## config.mk

```make
export PLATFORM = sky130hd
export DESIGN_NAME = mma_ctrl
export DESIGN_NICKNAME = d
export VERILOG_FILES = /design/src/rtl/core/mma_pkg.sv /design/src/rtl/core/mma_ctrl.sv
export SDC_FILE = /design/constraint.sdc
export NUM_CORES = 1
export LEC_CHECK = 0
export ABC_AREA = 1
export BUFFER_PORTS_ARGS = -buffer_cell sky130_fd_sc_hd__buf_2
export CAP_MARGIN = 20
export CORE_MARGIN = 4
export CORE_UTILIZATION = 35
export DETAILED_ROUTE_END_ITERATION = 6
export GPL_TIMING_DRIVEN = 0
export HOLD_SLACK_MARGIN = 0.12
export REMOVE_ABC_BUFFERS = 1
export SYNTH_ARGS = -nofsm -noshare
export SYNTH_HDL_FRONTEND = slang
export SYNTH_SLANG_ARGS = --single-unit
```

## constraint.sdc

```tcl
create_clock -name clk_i -period 1.8 [get_ports clk_i]
set_clock_uncertainty 0.2 [all_clocks]
set_input_delay 0.36 -clock clk_i [delete_from_list [all_inputs] [get_ports clk_i]]
set_output_delay 0.36 -clock clk_i [all_outputs]
set_load 0.01 [all_outputs]
```

## src/rtl/core/mma_pkg.sv

```systemverilog
// package for the matrix multiply-accumulate unit
// holds command codes, config indices, result kinds, reset values, the controller/datapath struct and sat32
package mma_pkg;

  localparam int unsigned CmdW  = 3;
  localparam int unsigned IdxW  = 4;
  localparam int unsigned DataW = 32;
  localparam int unsigned SizeW = 5;
  localparam int unsigned FracW = 24;
  localparam int unsigned CfgIdxW = 2;

  typedef enum logic [CmdW-1:0] {
    CMD_LOAD_A  = 3'd0,
    CMD_LOAD_B  = 3'd1,
    CMD_LOAD_C  = 3'd2,
    CMD_COMPUTE = 3'd3,
    CMD_READ_C  = 3'd4
  } cmd_e;

  typedef enum logic [CfgIdxW-1:0] {
    CFG_SIZE  = 2'd0,
    CFG_ALPHA = 2'd1,
    CFG_BETA  = 2'd2
  } cfg_idx_e;

  localparam logic KIND_READ = 1'b0;
  localparam logic KIND_DONE = 1'b1;

  localparam logic [SizeW-1:0] SizeReset  = 5'd16;
  localparam logic [DataW-1:0] AlphaReset = 32'h0100_0000;
  localparam logic [DataW-1:0] BetaReset  = 32'h0000_0000;

  // controller to datapath
  typedef struct packed {
    logic clr_acc;   // start a new dot product
    logic mac_en;    // product of last fetched pair enters the accumulator
    logic fin_en;    // saturate dot, form alpha and beta products
    logic wb_en;     // sum and write C
  } dp_cmd_t;

  function automatic logic signed [DataW-1:0] sat32(input logic signed [79:0] v);
    if (v > 80'sh0_0000_0000_7FFF_FFFF) return 32'sh7FFF_FFFF;
    if (v < -80'sh0_0000_0000_8000_0000) return 32'sh8000_0000;
    return v[DataW-1:0];
  endfunction

endpackage

```

## src/rtl/core/mma_ctrl.sv

```systemverilog
// controller for the compute walk over i, j, k
// depends on mma_pkg
module mma_ctrl import mma_pkg::*; #(
  parameter int unsigned AW = 4
) (
  input  logic          clk_i,
  input  logic          rst_ni,
  input  logic          start_i,
  input  logic [AW:0]   n_i,
  output logic          busy_o,
  output logic          done_o,
  output logic [AW-1:0] i_o,
  output logic [AW-1:0] j_o,
  output logic [AW-1:0] k_o,
  output dp_cmd_t       cmd_o
);

  typedef enum logic [2:0] {S_IDLE, S_FETCH, S_FIN, S_MUL, S_WB} state_e;

  state_e      state_q;
  logic [AW:0] i_q, j_q, k_q;
  logic        pend_q;
  dp_cmd_t     cmd_q;
  logic        done_q;

  assign busy_o = state_q != S_IDLE;
  assign done_o = done_q;
  assign i_o    = i_q[AW-1:0];
  assign j_o    = j_q[AW-1:0];
  assign k_o    = k_q[AW-1:0];
  assign cmd_o  = cmd_q;

  always_ff @(posedge clk_i or negedge rst_ni) begin
    if (!rst_ni) begin
      state_q <= S_IDLE;
      i_q <= '0; j_q <= '0; k_q <= '0;
      pend_q <= 1'b0;
      cmd_q <= '0;
      done_q <= 1'b0;
    end else begin
      cmd_q  <= '0;
      done_q <= 1'b0;
      case (state_q)
        S_IDLE: begin
          if (start_i) begin
            i_q <= '0; j_q <= '0; k_q <= '0;
            pend_q <= 1'b0;
            if (n_i == '0) done_q <= 1'b1;
            else begin
              state_q <= S_FETCH;
              cmd_q.clr_acc <= 1'b1;
            end
          end
        end
        // memory read issued for k; its operands, then its product, are registered before it accumulates
        S_FETCH: begin
          cmd_q.mac_en <= pend_q;
          pend_q <= 1'b1;
          if (k_q + 1'b1 == n_i) state_q <= S_MUL;
          else k_q <= k_q + 1'b1;
        end
        S_MUL: begin
          cmd_q.mac_en <= 1'b1;
          state_q <= S_FIN;
        end
        S_FIN: begin
          cmd_q.fin_en <= 1'b1;
          state_q <= S_WB;
        end
        S_WB: begin
          cmd_q.wb_en <= 1'b1;
          k_q <= '0;
          pend_q <= 1'b0;
          if (j_q + 1'b1 == n_i) begin
            j_q <= '0;
            if (i_q + 1'b1 == n_i) begin
              state_q <= S_IDLE;
              done_q <= 1'b1;
            end else begin
              i_q <= i_q + 1'b1;
              cmd_q.clr_acc <= 1'b1;
              state_q <= S_FETCH;
            end
          end else begin
            j_q <= j_q + 1'b1;
            cmd_q.clr_acc <= 1'b1;
            state_q <= S_FETCH;
          end
        end
        default: state_q <= S_IDLE;
      endcase
    end
  end

endmodule

```

==> metrics.txt <==
Starting Density 0.370; flops & latches, synth 24; Layout area overhead 27.7%; Syn Inst Count 230; commonest cells after routing, fill and taps aside nand2_1, nand3_1, buf_2; crit path kind reg -> reg; DRC Markers 0; final setup slack of the worst path -0.0960 ns; First-pass DRT Iterations 4; Slew Limit Fails 0; first-pass GRT wire length 6.92 mm; Site Rows 24; wire per inst 12.8 um; CTS buffer count 3; final core occ 0.473; initial antenna violation count 0; post-route cell area 2100 um2; root buffer cell clkbuf_8; Worst EP arrival 1.87 ns; Period minus WS final 1.90 ns; hpwl dp 2.87 mm; WHS 0.181 ns; placed inst area 1740 um2; ANT cells 0; TritonCTS clock tree built; Yosys Warn Count 0; Slowest-stage cell, CP dfrtp_2; Setup WS pre-CTS -0.306 ns; CP Cell Sequence ha_4 > xnor2_2 > nand2_2 > nor2_4 > nand3_4 > a21oi_4 > nand2_4 > nand2_1 > nand2_1; post-route antenna net violation count 0; Worst setup EP type flop; Syn Area/Cell 7.16 um2; M1 GR Usage 0.191; top-level port count 26; post-synthesis cell area 1650 um2; critical path required time 1.78 ns; Vias/cell 4.95; CORE AREA 4440 um2; max cap viols 0; IO buf count 25; layout cells sized above 1 0.351; number of global-route vias before repair 1461; Max clock buf depth 2; crit path launch type flop; DR vias 1554; WL final 4.02 mm; crit share post-route 1.05; outcome finished with violations; gpl congestion 0.811; grt peak-use layer met2; VDD IR max 0.578 mV; violated checks negative setup slack; die span in y 76.6 um; Final Setup Violations 6; met3 usage 0.0331; Fmax 527 MHz; Slew HR 0.637; clk slew on worst S/H paths 0.09 ns; # clock sinks 24; Slew @ Worst Pin 0.545 ns; PwrDens 1370 nW/um2; Die Width 76.6 um; initial drt markers 76; Clk Latency, worst-skew pair 0.28 ns; Leakage 1.04 nW; Remaining Overflow, GRT 0; H-tree Lvls 1; nets 274; post-synthesis sequential area ratio 0.365; most common cell after layout, fill and taps aside nand2_1; Hold Fails Final Rpt 0; largest net degree at the start of global routing 25; CP max stage delay 0.43 ns; die area 5870 um2; Total GRT Usage 0.144; worst hold path type in -> reg; cell repeated most along the worst path nand2_1; CP Max Fanout 5; synth unique cells 26; met2 Track Usage GR 0.241; RSZ-0062 raised after global routing yes
[cells in the mapped netlist, drive strengths merged]
cell,count,area share
o21bai,1,0.0046
nand3b,1,0.0046
xor2,3,0.016
o22ai,4,0.015
o31ai,1,0.0046
ha,3,0.023
xnor2,3,0.016
nand2,74,0.18
nor3,4,0.012
nand4,8,0.030
a21oi,7,0.028
nor2,21,0.059
buf,13,0.058
o21ai,3,0.0091
inv,26,0.059
nand3,34,0.11
dfrtp,24,0.36
[where the power goes]
part           leakage (nW)  switching, mW  internal, mW
Combinational         0.687          0.893         0.688
Clock                0.0357          0.195         0.298
Sequential            0.318          0.122         0.679
[cell type report]
class                           instances  area, um2
Timing Repair Buffer                   41        274
Clock inverter                          1       30.0
Clock buffer                            3       41.3
Tap cell                               52       65.1
Inverter                               26       97.6
Multi-Input combinational cell        167        990
Sequential cell                        24        604
Fill cell                             476       2340
[per-layer routing]
| metal | wire [um] | part of all wire |
|---|---|---|
| met5 | 0 | 0 |
| met4 | 32 | 0.0080 |
| met1 | 1840 | 0.46 |
| met2 | 1960 | 0.49 |
| met3 | 182 | 0.045 |
[what timing repair did]
item                       4_1_cts  5_1_grt
hold endpoints to repair        24        0
pin swaps                       13       18
gates resized for setup         14       24
setup buffers                   11        4
hold buffers                     1        0
setup endpoints to repair       19       15
[logic make-up after synthesis]
logic type               count (synthesis)  synth area share
buffers and inverters                   39             0.117
AND/OR/NAND/NOR                        142             0.402
XOR/XNOR                                 6            0.0319
adder cells (fa/ha/maj)                  3            0.0228
flip-flops                              24             0.365
AO/OA/AOI/OAI                           16            0.0616
[state kept, by name, summed over array words and instances, names as in the netlist]
signal   count
i_q          5
cmd_o        4
k_q          5
state_q      3
pend_q       1
done_o       1
j_q          5
[critical path: cells and delay by family (launching register included)]
| kind | cells | cell delay, ns |
|---|---|---|
| adders and majority gates | 1 | 0.26 |
| and+or+nand+nor | 6 | 0.50 |
| DFF | 1 | 0.43 |
| AOI/OAI and AO/OA | 1 | 0.24 |
| xor gates and xnor gates | 1 | 0.16 |
[metrics by stage]
step	instances	TNS (ns)	total power [mW]
2_1_floorplan	217	-0.861	1.61
3_3_place_gp	294	-2.46	1.91
3_5_place_dp	294	-2.68	1.93
4_1_cts	310	-0.607	2.66
5_1_grt	314	-1.66	3.12
6_report	314	-0.526	2.88
[worst paths after layout]
path | to | cells after the start | slack, ns | start
min in group asynchronous | i_q[4] | 2 | 0.39 | rst_ni
setup / recovery | i_q[0] | 9 | -0.1 | j_q[0]
hold reg to reg | i_q[4] | 2 | 0.31 | i_q[4]
setup reg to reg | i_q[0] | 9 | -0.1 | j_q[0]
hold / removal | cmd_o[3] | 3 | 0.18 | start_i
max in group asynchronous | k_q[0] | 2 | 0.61 | rst_ni
No activity file was read; power rests on OpenSTA's default activity.
